--- src/hdl/dtq_pkg.sv ---
// Package for the deadline timer queue.
// Holds operation codes, result status codes and the per-item release limit.
// No dependencies.
package dtq_pkg;

  localparam logic [1:0] OP_RESERVE = 2'd0;
  localparam logic [1:0] OP_PROCESS = 2'd1;
  localparam logic [1:0] OP_CLEAR   = 2'd2;

  localparam logic STATUS_DUE  = 1'b0;
  localparam logic STATUS_FULL = 1'b1;

  // Largest number of jobs one process item may release.
  localparam int MAX_OUT = 32;

  localparam int DELAY_BITS = 32;

endpackage

--- src/hdl/dtq_if.sv ---
// Valid/ready channel interfaces of the deadline timer queue.
// Depends on dtq_pkg for the delay width.
interface dtq_req_if
  import dtq_pkg::*;
#(
  parameter int HANDLE_BITS = 16,
  parameter int TIME_BITS   = 48
);
  logic                   valid;
  logic                   ready;
  logic [1:0]             op;
  logic [TIME_BITS-1:0]   now_time;
  logic [DELAY_BITS-1:0]  delay;
  logic [HANDLE_BITS-1:0] job_handle;

  modport source (output valid, op, now_time, delay, job_handle, input ready);
  modport sink   (input valid, op, now_time, delay, job_handle, output ready);
endinterface

interface dtq_res_if #(
  parameter int HANDLE_BITS = 16
);
  logic                   valid;
  logic                   ready;
  logic [HANDLE_BITS-1:0] job_handle_res;
  logic                   status;
  logic                   last;

  modport source (output valid, job_handle_res, status, last, input ready);
  modport sink   (input valid, job_handle_res, status, last, output ready);
endinterface

--- src/hdl/dtq_store.sv ---
// Entry memory of the deadline timer queue: one write port, one read port
// with registered read data. No package dependencies.
module dtq_store #(
  parameter int DEPTH  = 32,
  parameter int WIDTH  = 64,
  localparam int ADDR_W = (DEPTH > 1) ? $clog2(DEPTH) : 1
) (
  input  logic              clk,
  input  logic              we,
  input  logic [ADDR_W-1:0] waddr,
  input  logic [WIDTH-1:0]  wdata,
  input  logic              re,
  input  logic [ADDR_W-1:0] raddr,
  output logic [WIDTH-1:0]  rdata
);

  logic [WIDTH-1:0] mem [DEPTH];

  always_ff @(posedge clk) begin
    if (we) begin
      mem[waddr] <= wdata;
    end
  end

  always_ff @(posedge clk) begin
    if (re) begin
      rdata <= mem[raddr];
    end
  end

endmodule

--- src/hdl/deadline_timer_queue_unit.sv ---
// Deadline timer queue: pending jobs kept sorted by deadline in a ring buffer.
// Reserve: each pending job with a later deadline is moved one slot by the single
// read/compare/write step, then the new job is written; a full queue rejects the reserve.
// Process: due jobs are released in order until one is not due, every pending job is
// released or the release limit is hit. A stalled result channel holds the item back.
// One item at a time. Synchronous reset empties the queue at once; entries need no clearing.
module deadline_timer_queue_unit
  import dtq_pkg::*;
#(
  parameter int CAPACITY    = 32,
  parameter int HANDLE_BITS = 16,
  parameter int TIME_BITS   = 48
) (
  input  logic       clk,
  input  logic       rst,
  dtq_req_if.sink    req,
  dtq_res_if.source  res
);

  localparam int IDX_W   = $clog2(CAPACITY);
  localparam int CNT_W   = $clog2(CAPACITY + 1);
  localparam int ENTRY_W = TIME_BITS + HANDLE_BITS;
  localparam int SUM_W   = ((TIME_BITS > DELAY_BITS) ? TIME_BITS : DELAY_BITS) + 1;
  localparam logic [TIME_BITS-1:0] TIME_MAX = {TIME_BITS{1'b1}};

  typedef enum logic [8:0] {
    S_IDLE  = 9'b000000001,
    S_REJ   = 9'b000000010,
    S_RCALC = 9'b000000100,
    S_RRD   = 9'b000001000,
    S_RCMP  = 9'b000010000,
    S_RWR   = 9'b000100000,
    S_PRD   = 9'b001000000,
    S_PCMP  = 9'b010000000,
    S_PFIN  = 9'b100000000
  } state_t;

  state_t state, state_next;

  logic [IDX_W-1:0]       head, head_next;
  logic [CNT_W-1:0]       count, count_next;
  logic [CNT_W-1:0]       pos, pos_next;
  logic [TIME_BITS-1:0]   now_reg;
  logic [DELAY_BITS-1:0]  delay_reg;
  logic [HANDLE_BITS-1:0] handle_reg;
  logic [TIME_BITS-1:0]   due, due_next;
  logic                   held, held_next;
  logic [HANDLE_BITS-1:0] held_handle, held_handle_next;

  logic                   out_free;
  logic                   out_load;
  logic [HANDLE_BITS-1:0] out_handle;
  logic                   out_status;
  logic                   out_last;

  logic                   we, re;
  logic [IDX_W-1:0]       waddr, raddr;
  logic [ENTRY_W-1:0]     wdata, rdata;
  logic [TIME_BITS-1:0]   rd_deadline;
  logic [HANDLE_BITS-1:0] rd_handle;
  logic [SUM_W-1:0]       due_sum;
  logic                   accept;

  // Logical slot to physical slot; the sum stays below twice the capacity.
  function automatic logic [IDX_W-1:0] phys(input logic [CNT_W-1:0] slot,
                                            input logic [IDX_W-1:0] base);
    logic [CNT_W:0] s;
    s = (CNT_W+1)'(base) + (CNT_W+1)'(slot);
    if (s >= (CNT_W+1)'(CAPACITY)) begin
      s = s - (CNT_W+1)'(CAPACITY);
    end
    return s[IDX_W-1:0];
  endfunction

  dtq_store #(
    .DEPTH (CAPACITY),
    .WIDTH (ENTRY_W)
  ) u_store (
    .clk   (clk),
    .we    (we),
    .waddr (waddr),
    .wdata (wdata),
    .re    (re),
    .raddr (raddr),
    .rdata (rdata)
  );

  assign rd_deadline = rdata[ENTRY_W-1:HANDLE_BITS];
  assign rd_handle   = rdata[HANDLE_BITS-1:0];
  assign accept      = req.valid && req.ready;
  assign req.ready   = (state == S_IDLE);
  assign out_free    = !res.valid || res.ready;
  assign due_sum     = SUM_W'(now_reg) + SUM_W'(delay_reg);

  always_comb begin
    state_next       = state;
    head_next        = head;
    count_next       = count;
    pos_next         = pos;
    due_next         = due;
    held_next        = held;
    held_handle_next = held_handle;
    out_load         = 1'b0;
    out_handle       = held_handle;
    out_status       = STATUS_DUE;
    out_last         = 1'b0;
    we               = 1'b0;
    re               = 1'b0;
    waddr            = phys(pos, head);
    wdata            = rdata;
    raddr            = phys(pos - CNT_W'(1), head);

    case (state)
      S_IDLE: begin
        if (accept) begin
          case (req.op)
            OP_RESERVE: begin
              pos_next = count;
              if (count == CNT_W'(CAPACITY)) begin
                state_next = S_REJ;
              end else begin
                state_next = S_RCALC;
              end
            end
            OP_PROCESS: begin
              pos_next   = '0;
              held_next  = 1'b0;
              state_next = S_PRD;
            end
            OP_CLEAR: begin
              count_next = '0;
            end
            default: begin
            end
          endcase
        end
      end
      S_REJ: begin
        if (out_free) begin
          out_load   = 1'b1;
          out_handle = handle_reg;
          out_status = STATUS_FULL;
          out_last   = 1'b1;
          state_next = S_IDLE;
        end
      end
      S_RCALC: begin
        if (due_sum > SUM_W'(TIME_MAX)) begin
          due_next = TIME_MAX;
        end else begin
          due_next = due_sum[TIME_BITS-1:0];
        end
        state_next = S_RRD;
      end
      S_RRD: begin
        if (pos == '0) begin
          state_next = S_RWR;
        end else begin
          re         = 1'b1;
          state_next = S_RCMP;
        end
      end
      S_RCMP: begin
        // A later deadline moves up one slot; equal ones stay ahead.
        if (rd_deadline > due) begin
          we         = 1'b1;
          pos_next   = pos - CNT_W'(1);
          state_next = S_RRD;
        end else begin
          state_next = S_RWR;
        end
      end
      S_RWR: begin
        we         = 1'b1;
        wdata      = {due, handle_reg};
        count_next = count + CNT_W'(1);
        state_next = S_IDLE;
      end
      S_PRD: begin
        raddr = phys(pos, head);
        if (pos == count || 32'(pos) >= MAX_OUT) begin
          state_next = S_PFIN;
        end else begin
          re         = 1'b1;
          state_next = S_PCMP;
        end
      end
      S_PCMP: begin
        // A due job is held back one step so the last one can be marked.
        if (rd_deadline <= now_reg) begin
          if (!held || out_free) begin
            out_load         = held;
            held_next        = 1'b1;
            held_handle_next = rd_handle;
            pos_next         = pos + CNT_W'(1);
            state_next       = S_PRD;
          end
        end else begin
          state_next = S_PFIN;
        end
      end
      S_PFIN: begin
        if (!held || out_free) begin
          out_load   = held;
          out_last   = 1'b1;
          head_next  = phys(pos, head);
          count_next = count - pos;
          state_next = S_IDLE;
        end
      end
      default: begin
        state_next = S_IDLE;
      end
    endcase
  end

  always_ff @(posedge clk) begin
    if (rst) begin
      state     <= S_IDLE;
      head      <= '0;
      count     <= '0;
      held      <= 1'b0;
      res.valid <= 1'b0;
    end else begin
      state <= state_next;
      head  <= head_next;
      count <= count_next;
      held  <= held_next;
      if (out_load) begin
        res.valid <= 1'b1;
      end else if (res.ready) begin
        res.valid <= 1'b0;
      end
    end
  end

  always_ff @(posedge clk) begin
    pos         <= pos_next;
    due         <= due_next;
    held_handle <= held_handle_next;
    if (accept) begin
      now_reg    <= req.now_time;
      delay_reg  <= req.delay;
      handle_reg <= req.job_handle;
    end
    if (out_load) begin
      res.job_handle_res <= out_handle;
      res.status         <= out_status;
      res.last           <= out_last;
    end
  end

endmodule

--- src/flat_wrapper.sv ---
// flat-port wrapper written by rule: the top's interface ports become plain ports
module deadline_timer_queue_unit_flat import dtq_pkg::*;
#(
  parameter int CAPACITY    = 32,
  parameter int HANDLE_BITS = 16,
  parameter int TIME_BITS   = 48
)
  (clk, rst, req_valid, req_op, req_now_time, req_delay, req_job_handle, req_ready, res_valid, res_job_handle_res, res_status, res_last, res_ready);
  dtq_req_if #(.HANDLE_BITS(HANDLE_BITS), .TIME_BITS(TIME_BITS)) req_i ();
  dtq_res_if #(.HANDLE_BITS(HANDLE_BITS)) res_i ();
  input  logic clk;
  input  logic rst;
  input wire logic [$bits(req_i.valid)-1:0] req_valid;
  input wire logic [$bits(req_i.op)-1:0] req_op;
  input wire logic [$bits(req_i.now_time)-1:0] req_now_time;
  input wire logic [$bits(req_i.delay)-1:0] req_delay;
  input wire logic [$bits(req_i.job_handle)-1:0] req_job_handle;
  output wire logic [$bits(req_i.ready)-1:0] req_ready;
  output wire logic [$bits(res_i.valid)-1:0] res_valid;
  output wire logic [$bits(res_i.job_handle_res)-1:0] res_job_handle_res;
  output wire logic [$bits(res_i.status)-1:0] res_status;
  output wire logic [$bits(res_i.last)-1:0] res_last;
  input wire logic [$bits(res_i.ready)-1:0] res_ready;
  assign req_i.valid = req_valid;
  assign req_i.op = req_op;
  assign req_i.now_time = req_now_time;
  assign req_i.delay = req_delay;
  assign req_i.job_handle = req_job_handle;
  assign req_ready = req_i.ready;
  assign res_valid = res_i.valid;
  assign res_job_handle_res = res_i.job_handle_res;
  assign res_status = res_i.status;
  assign res_last = res_i.last;
  assign res_i.ready = res_ready;
  deadline_timer_queue_unit #(.CAPACITY(CAPACITY), .HANDLE_BITS(HANDLE_BITS), .TIME_BITS(TIME_BITS)) u_core (.clk(clk), .rst(rst), .req(req_i), .res(res_i));
endmodule
--- config.mk ---
export PLATFORM = sky130hd
export DESIGN_NAME = deadline_timer_queue_unit_flat
export DESIGN_NICKNAME = d
export VERILOG_FILES = /design/src/hdl/dtq_pkg.sv /design/src/hdl/dtq_if.sv /design/src/hdl/dtq_store.sv /design/src/hdl/deadline_timer_queue_unit.sv /design/src/flat_wrapper.sv
export SDC_FILE = /design/constraint.sdc
export NUM_CORES = 2
export LEC_CHECK = 0
export BUFFER_PORTS_ARGS = -buffer_cell sky130_fd_sc_hd__buf_2
export CORE_MARGIN = 5
export CORE_UTILIZATION = 30
export DETAILED_ROUTE_END_ITERATION = 12
export SLEW_MARGIN = 20
export SYNTH_ARGS = -nofsm -noshare
export SYNTH_HDL_FRONTEND = slang
export SYNTH_SLANG_ARGS = --single-unit
export TNS_END_PERCENT = 5
--- constraint.sdc ---
create_clock -name clk -period 7.3 [get_ports clk]
set_input_delay 0.73 -clock clk [delete_from_list [all_inputs] [get_ports clk]]
set_output_delay 0.73 -clock clk [all_outputs]
set_load 0.05 [all_outputs]
### Word level (Yosys, flattened, before mapping)

Memory sizes are Yosys's and may differ from the RTL's. A register that Yosys moved wholly into a read port is not among the register bits.
Cells that the tools add are included.

| cells by class | value |
|---|---|
| add/subtract/negate cells | 9 |
| order comparisons | 6 |
| equal/unequal tests | 23 |
| mux-type cells | 47 |
| reduce and logical (&&, ||, !) cells | 18 |

Operators with widths:

| operator | count |
|---|---|
| $pmux W9 S8 | 1 |
| $mux W64 | 1 |
| $mux W6 | 9 |
| $mux W9 | 6 |
| $add A48 B32 Y49 | 1 |
| $gt A49 B48 Y1 const B | 1 |
| $gt A48 B48 Y1 | 1 |
| $le A48 B48 Y1 | 1 |
| $pmux W6 S3 | 2 |
| $mux W16 | 2 |
| $pmux W9 S2 | 1 |
| $mux W1 | 15 |
| $mux W5 | 3 |
| $add A5 B6 Y7 | 2 |
| $ge A7 B6 Y1 const B | 2 |
| $add A6 B1 Y6 const B | 2 |
| $pmux W6 S2 | 1 |
| $ne A2 B1 Y1 const B | 5 |
| $reduce_and A5 Y1 | 2 |
| $sub A5 B1 Y5 const B | 2 |
| $eq A9 B1 Y1 const B | 1 |
| $eq A9 B2 Y1 const B | 1 |
| $eq A9 B3 Y1 const B | 1 |
| $eq A9 B4 Y1 const B | 1 |
| other kinds (28) | 39 |

| storage, ports and cells | value |
|---|---|
| flip-flop bits (word level) | 206 |
| memory bits (writable) | 2048 |
| input port bits | 102 |
| output and inout bits | 20 |
| word-level logic and storage cells | 118 |
| memories | 1 |

Memories:

| memory | depth | bits a word | read ports | clocked after Yosys merged registers in | write ports | line | text |
|---|---|---|---|---|---|---|---|
| u_core.u_store.mem | 32 | 64 | 1 | 1 | 1 | dtq_store.sv:17 | `logic [WIDTH-1:0] mem [DEPTH];` |

### Logic depth before layout (Yosys ltp)

| depth | value |
|---|---|
| depth in word-level cells | 7 |
| gate-level depth with buffers | 15 |
| mapped depth without buffers | 13 |

### Cells and area by module

A second synthesis with hierarchy kept.

| unflattened totals | value |
|---|---|
| cells, all modules | 4497 |
| area total of the unflattened synthesis | 93163.1 µm² |

By module, submodules not included:

| module | instances | cells each | area each (µm²) | seq. area each (µm²) |
|---|---|---|---|---|
| dtq_store | 1 | 3096 | 79605.1 | 63420.8 |
| deadline_timer_queue_unit | 1 | 1401 | 13558.0 | 5965.7 |

### Least setup slack after synthesis

OpenSTA, ideal clock, no wires.

| timing path | value |
|---|---|
| kind | flip-flop to flip-flop |
| from | register u_core.pos[0] |
| to | memory u_core.u_store.mem[23][0], enable pin |
| setup time | 0.487 ns |
| arrival time | 5.412 ns |
| required time | 6.813 ns |
| path slack | 1.401 ns |
| stages on the path, launching flop included | 10 |
| buffers on the path | 5 |
| clock period less this slack | 5.899 ns |
| cell sequence | edfxtp_1 > ha_1 > fa_1 > clkbuf_1 > clkbuf_1 > buf_2 > clkbuf_1 > buf_1 > nand3_1 > nor2_1 |

| between the ends | value |
|---|---|
| cells in the longest elaborated chain, start to end | 3 |
| elaborated cells between the ends (all ways) | 4 |
| those cells by class | add/sub (2); order compare (1); mux (1) |

Ends and longest elaborated chain:

| what | line | text |
|---|---|---|
| start: declaration | deadline_timer_queue_unit.sv:42 | `logic [CNT_W-1:0] pos, pos_next;` |
| start signal: assignment | deadline_timer_queue_unit.sv:238 | `pos <= pos_next;` |
| $add A5 B6 Y7 * | deadline_timer_queue_unit.sv:68 | `s = (CNT_W+1)'(base) + (CNT_W+1)'(slot);` |
| $ge A7 B6 Y1 / $sub A5 B1 Y5 (equally long branches) | deadline_timer_queue_unit.sv:69, deadline_timer_queue_unit.sv:70 |  |
| $mux W5 * | deadline_timer_queue_unit.sv:69 | `if (s >= (CNT_W+1)'(CAPACITY)) begin` |
| named net u_core.u_store.waddr[1] | dtq_store.sv:10 | `input logic [ADDR_W-1:0] waddr,` |
| end: declaration | dtq_store.sv:17 |  |

Mark *: on every way through the listed nets, which the timed path passes. The rest lies on a longest branch.

### Final worst setup path

| timing path | value |
|---|---|
| from | register u_core.u_store.rdata[25], read port of u_core.u_store.mem |
| to | memory u_core.u_store.mem[16][17], enable pin |

| between the ends | value |
|---|---|
| cells in the longest elaborated chain, start to end | 5 |

Ends and longest elaborated chain:

| what | line | text |
|---|---|---|
| start: declaration | dtq_store.sv:14 | `output logic [WIDTH-1:0] rdata` |
| $gt A48 B48 Y1 | deadline_timer_queue_unit.sv:165 | `if (rd_deadline > due) begin` |
| $mux W1 | deadline_timer_queue_unit.sv:165 |  |
| $pmux W1 S2 | deadline_timer_queue_unit.sv:113 | `case (state)` |
| $mux W1 | dtq_store.sv:20 | `if (we) begin` |
| $mux W1 (not written as such) | dtq_store.sv:21 | `mem[waddr] <= wdata;` |

No other way between the ends.

==> results by group <==
Global routing
  • Pin count of the biggest net entering global routing: 126
  • Initial antenna violation count: 12
  • Global-route usage over all layers: 0.178
  • Vias in the first global route: 62,303
  • Grt ovf: 0
  • First-pass GRT wire length: 449,000 µm

Synthesis
  • Synth Instances: 6,760
  • Post-synth top area share: 0.693
  • Syn Nets: 7,011
  • Mux cell area share after synthesis: 0.0875
  • Synth top area cells: edfxtp_1 (69%), mux2i_1 (5.4%), nand2_1 (3.3%)
  • #FFs+latches synth: 2,318
  • Synth Cell Area: 99,500 µm²
  • Distinct cells, synth: 88
  • Adder-Cell Fraction of Synth Area: 0.0190
  • Post-synth EDFFs: 2,296
  • Main combinational cell family by area after synthesis: compound AO/OA/AOI/OAI gates
  • Synth Area in XOR/XNOR: 0.00475
  • Post-synth top area cell: edfxtp_1
  • Top FF cell, synth: edfxtp_1
  • Asr flop ratio synth: 0
  • Seq/Total Area, Yosys: 0.697
  • Mapped Avg Cell Area: 14.7 µm²
  • Warnings, synthesis: 0
  • Simple-Gate Fraction of Synth Area: 0.0618
  • Synth Area in Compound Gates: 0.105

Detailed routing
  • Total number of vias: 63,540
  • Final ANT Viol Nets: 0
  • Detailed Route WL: 315,000 µm
  • Drt first-iter violations: 7,708
  • Vias per inst: 5.50
  • DR pass1 iterations: 8
  • Drc violations: 0
  • WL/cell: 27.3 µm

Worst setup path
  • Worst Setup SP: u_core.u_store.rdata[25]
  • CP endpoint kind: register
  • CP Launch Type: register
  • Worst r2r dst: u_core.u_store.mem[16][17]
  • WS Path Type: register to register
  • Slowest-stage cell, CP: nor2_4
  • RR Startpoint: u_core.u_store.rdata[25]
  • CP arrival: 6.63 ns
  • CP delay by family, top: simple AND/OR/NAND/NOR gates
  • Worst Path Max Fanout: 19
  • Crit path cell chain: ha_1 -> nand2_1 -> nor3_1 -> nand4_1 -> nor2_1 -> nor2_1 -> inv_1 -> o21ai_1 -> nand2b_1 -> nor2_4 -> buf_4
  • Worst path depth: 11
  • FF-to-FF path depth: 11
  • CP Buf/Inv Count: 2
  • Cell repeated most along the worst path: nor2_1
  • Reg2reg setup slack: 1.20 ns
  • CP endpoint: u_core.u_store.mem[16][17]
  • Worst Path Required: 7.83 ns
  • Crit-path max cell delay: 1.08 ns

STA
  • Slew @ Worst Pin: 1.22 ns
  • Final Cycle Share: 0.836
  • Slew Limit Fails: 0
  • Minimum clock period: 6.10 ns
  • Slew headroom: 0.189
  • RSZ-0062 raised after global routing: false
  • Achievable Freq: 164 MHz
  • Fin Setup TNS: 0 ns
  • Setup violations, final: 0
  • Final clock skew: 0.0686 ns
  • Final hold viol count: 0

Run status
  • Run status: completed

Layout
  • Post-route design area: 115,000 µm²
  • Largest Register: u_core.u_store.mem
  • Share of layout cells above drive strength 1: 0.137
  • Synth-to-Final Area Change: 15.8%
  • Total Nets Final: 7,220
  • Max reg flops: 2,048
  • Biggest registers after layout: u_core.u_store.mem (2048), u_core.u_store.rdata (64)
  • Most common cell after layout, fill and taps aside: edfxtp_1
  • Most frequent cells in the layout: edfxtp_1 (2,296), nand2_1 (876), mux2i_1 (532)

Placed design
  • Post-DP HPWL: 181,000 µm
  • Number of port buffers: 121
  • Placed Instance Area: 107,000 µm²
  • Gpl congestion: 0.858

Floorplan
  • Area of the die: 343,000 µm²
  • Initial Util: 0.301
  • Ports: 122
  • # rows: 211
  • Core ar.: 330,000 µm²
  • Horiz. Die Dim: 586 µm
  • Die height: 586 µm

CTS
  • Clk root buf: clkbuf_16
  • H-Tree Depth: 4
  • Maximum clock path buffer count: 3
  • CTS resizes: 0
  • CTS Buf Count: 233
  • CTS tree: done
  • Clk_lat worst skew: 0.88 ns
  • Clk sinks: 2,318
  • Worst-path clk slew: 0.06 ns

Power and ir drop
  • Static Leak: 38.5 nW
  • Power Dens Cells: 275 nW/µm²
  • Max rail drop VDD: 0.244 mV

Min path
  • Hold WC Path Type: primary input to register
  • Hold path cells: 1

Flow run
  • MaxCap Viol Count: 0
-- layout make-up --
type / instances / area, µm²
Clock inverter: 165 / 1730
Sequential cell: 2318 / 69400
Fill cell: 31120 / 215000
Antenna cell: 2 / 5.00
Tap cell: 4366 / 5460
Timing Repair Buffer: 403 / 3550
Clock buffer: 277 / 6040
Inverter: 130 / 495
Multi-Input combinational cell: 3883 / 28500
-- synth_stat cells (all sizes together) (6+ instances only) --
master   instances
nand3b           6
o21a            10
a2111oi         49
a21oi          504
mux2i          534
inv            129
and3             9
mux4           128
a211oi         207
nor4            18
o31ai           32
o41ai           21
o221ai         101
nand4           41
a221o           14
o22ai           83
mux2            41
a31oi           66
edfxtp        2296
nand3          127
nand2b          16
a311oi          18
a21o            60
nor3            32
dfxtp           22
a222oi          33
o311ai          43
xor2            21
nor2           138
a221oi          70
buf            186
ha             145
xnor2           33
o21bai           7
nor2b          104
o211ai          11
nand2          888
a32oi            8
clkbuf         243
a22oi            6
o21ai          177
and2             7
o211a            6
-- stage by stage --
step | instances | setup WS, ns | utilization | total power [W] | hold slack (ns)
after floorplan | 6760 | 1.40 | - | 0.0180 | 0.426
after global placement | 11022 | 1.08 | 0.323 | 0.0196 | 0.430
after detailed placement | 11026 | 0.951 | 0.323 | 0.0197 | 0.435
after CTS | 11541 | 0.920 | 0.349 | 0.0318 | 0.00188
after global routing | 11543 | 1.08 | 0.349 | 0.0327 | 0.0164
final | 11544 | 1.20 | 0.349 | 0.0316 | 0.0670
-- how the worst min path moves through the flow --
stage	slack, ns	from	endpoint
after floorplan	0.43	u_core.u_store.rdata[0]	u_core.held_handle[0]
after global placement	0.43	u_core.u_store.rdata[7]	u_core.held_handle[7]
after detailed placement	0.43	u_core.u_store.rdata[11]	u_core.held_handle[11]
after CTS	0.002	req_now_time[41]	u_core.now_reg[41]
after global routing	0.02	req_now_time[41]	u_core.now_reg[41]
final	0.07	req_now_time[41]	u_core.now_reg[41]
-- per-layer routing --
| metal | track usage | wire length, µm |
|---|---|---|
| met5 | 0 | 8 |
| met4 | 0.0636 | 11700 |
| met3 | 0.0318 | 28400 |
| met2 | 0.288 | 148000 |
| met1 | 0.240 | 127000 |
-- timing repair --
item	in CTS	in global routing
endpoints found under the hold margin	73	0
buffers inserted	0	0
hold buffers	73	0
-- power by group --
group	internal, W	leakage [nW]	total [W]	switching (W)
Clock	0.00691	3.77	0.0121	0.00520
Combinational	0.00159	13.8	0.00472	0.00312
Sequential	0.0147	20.9	0.0148	0.0000997
Total	0.0232	38.5	0.0316	0.00842
-- logic make-up after synthesis --
kind of cell	after synthesis
fa+ha+maj	149
mux	703
buf+inv	559
compound gates	1564
simple gates	1413
xor+xnor	54
flops	2318
Note: power is estimated with default switching activity, not from simulation.
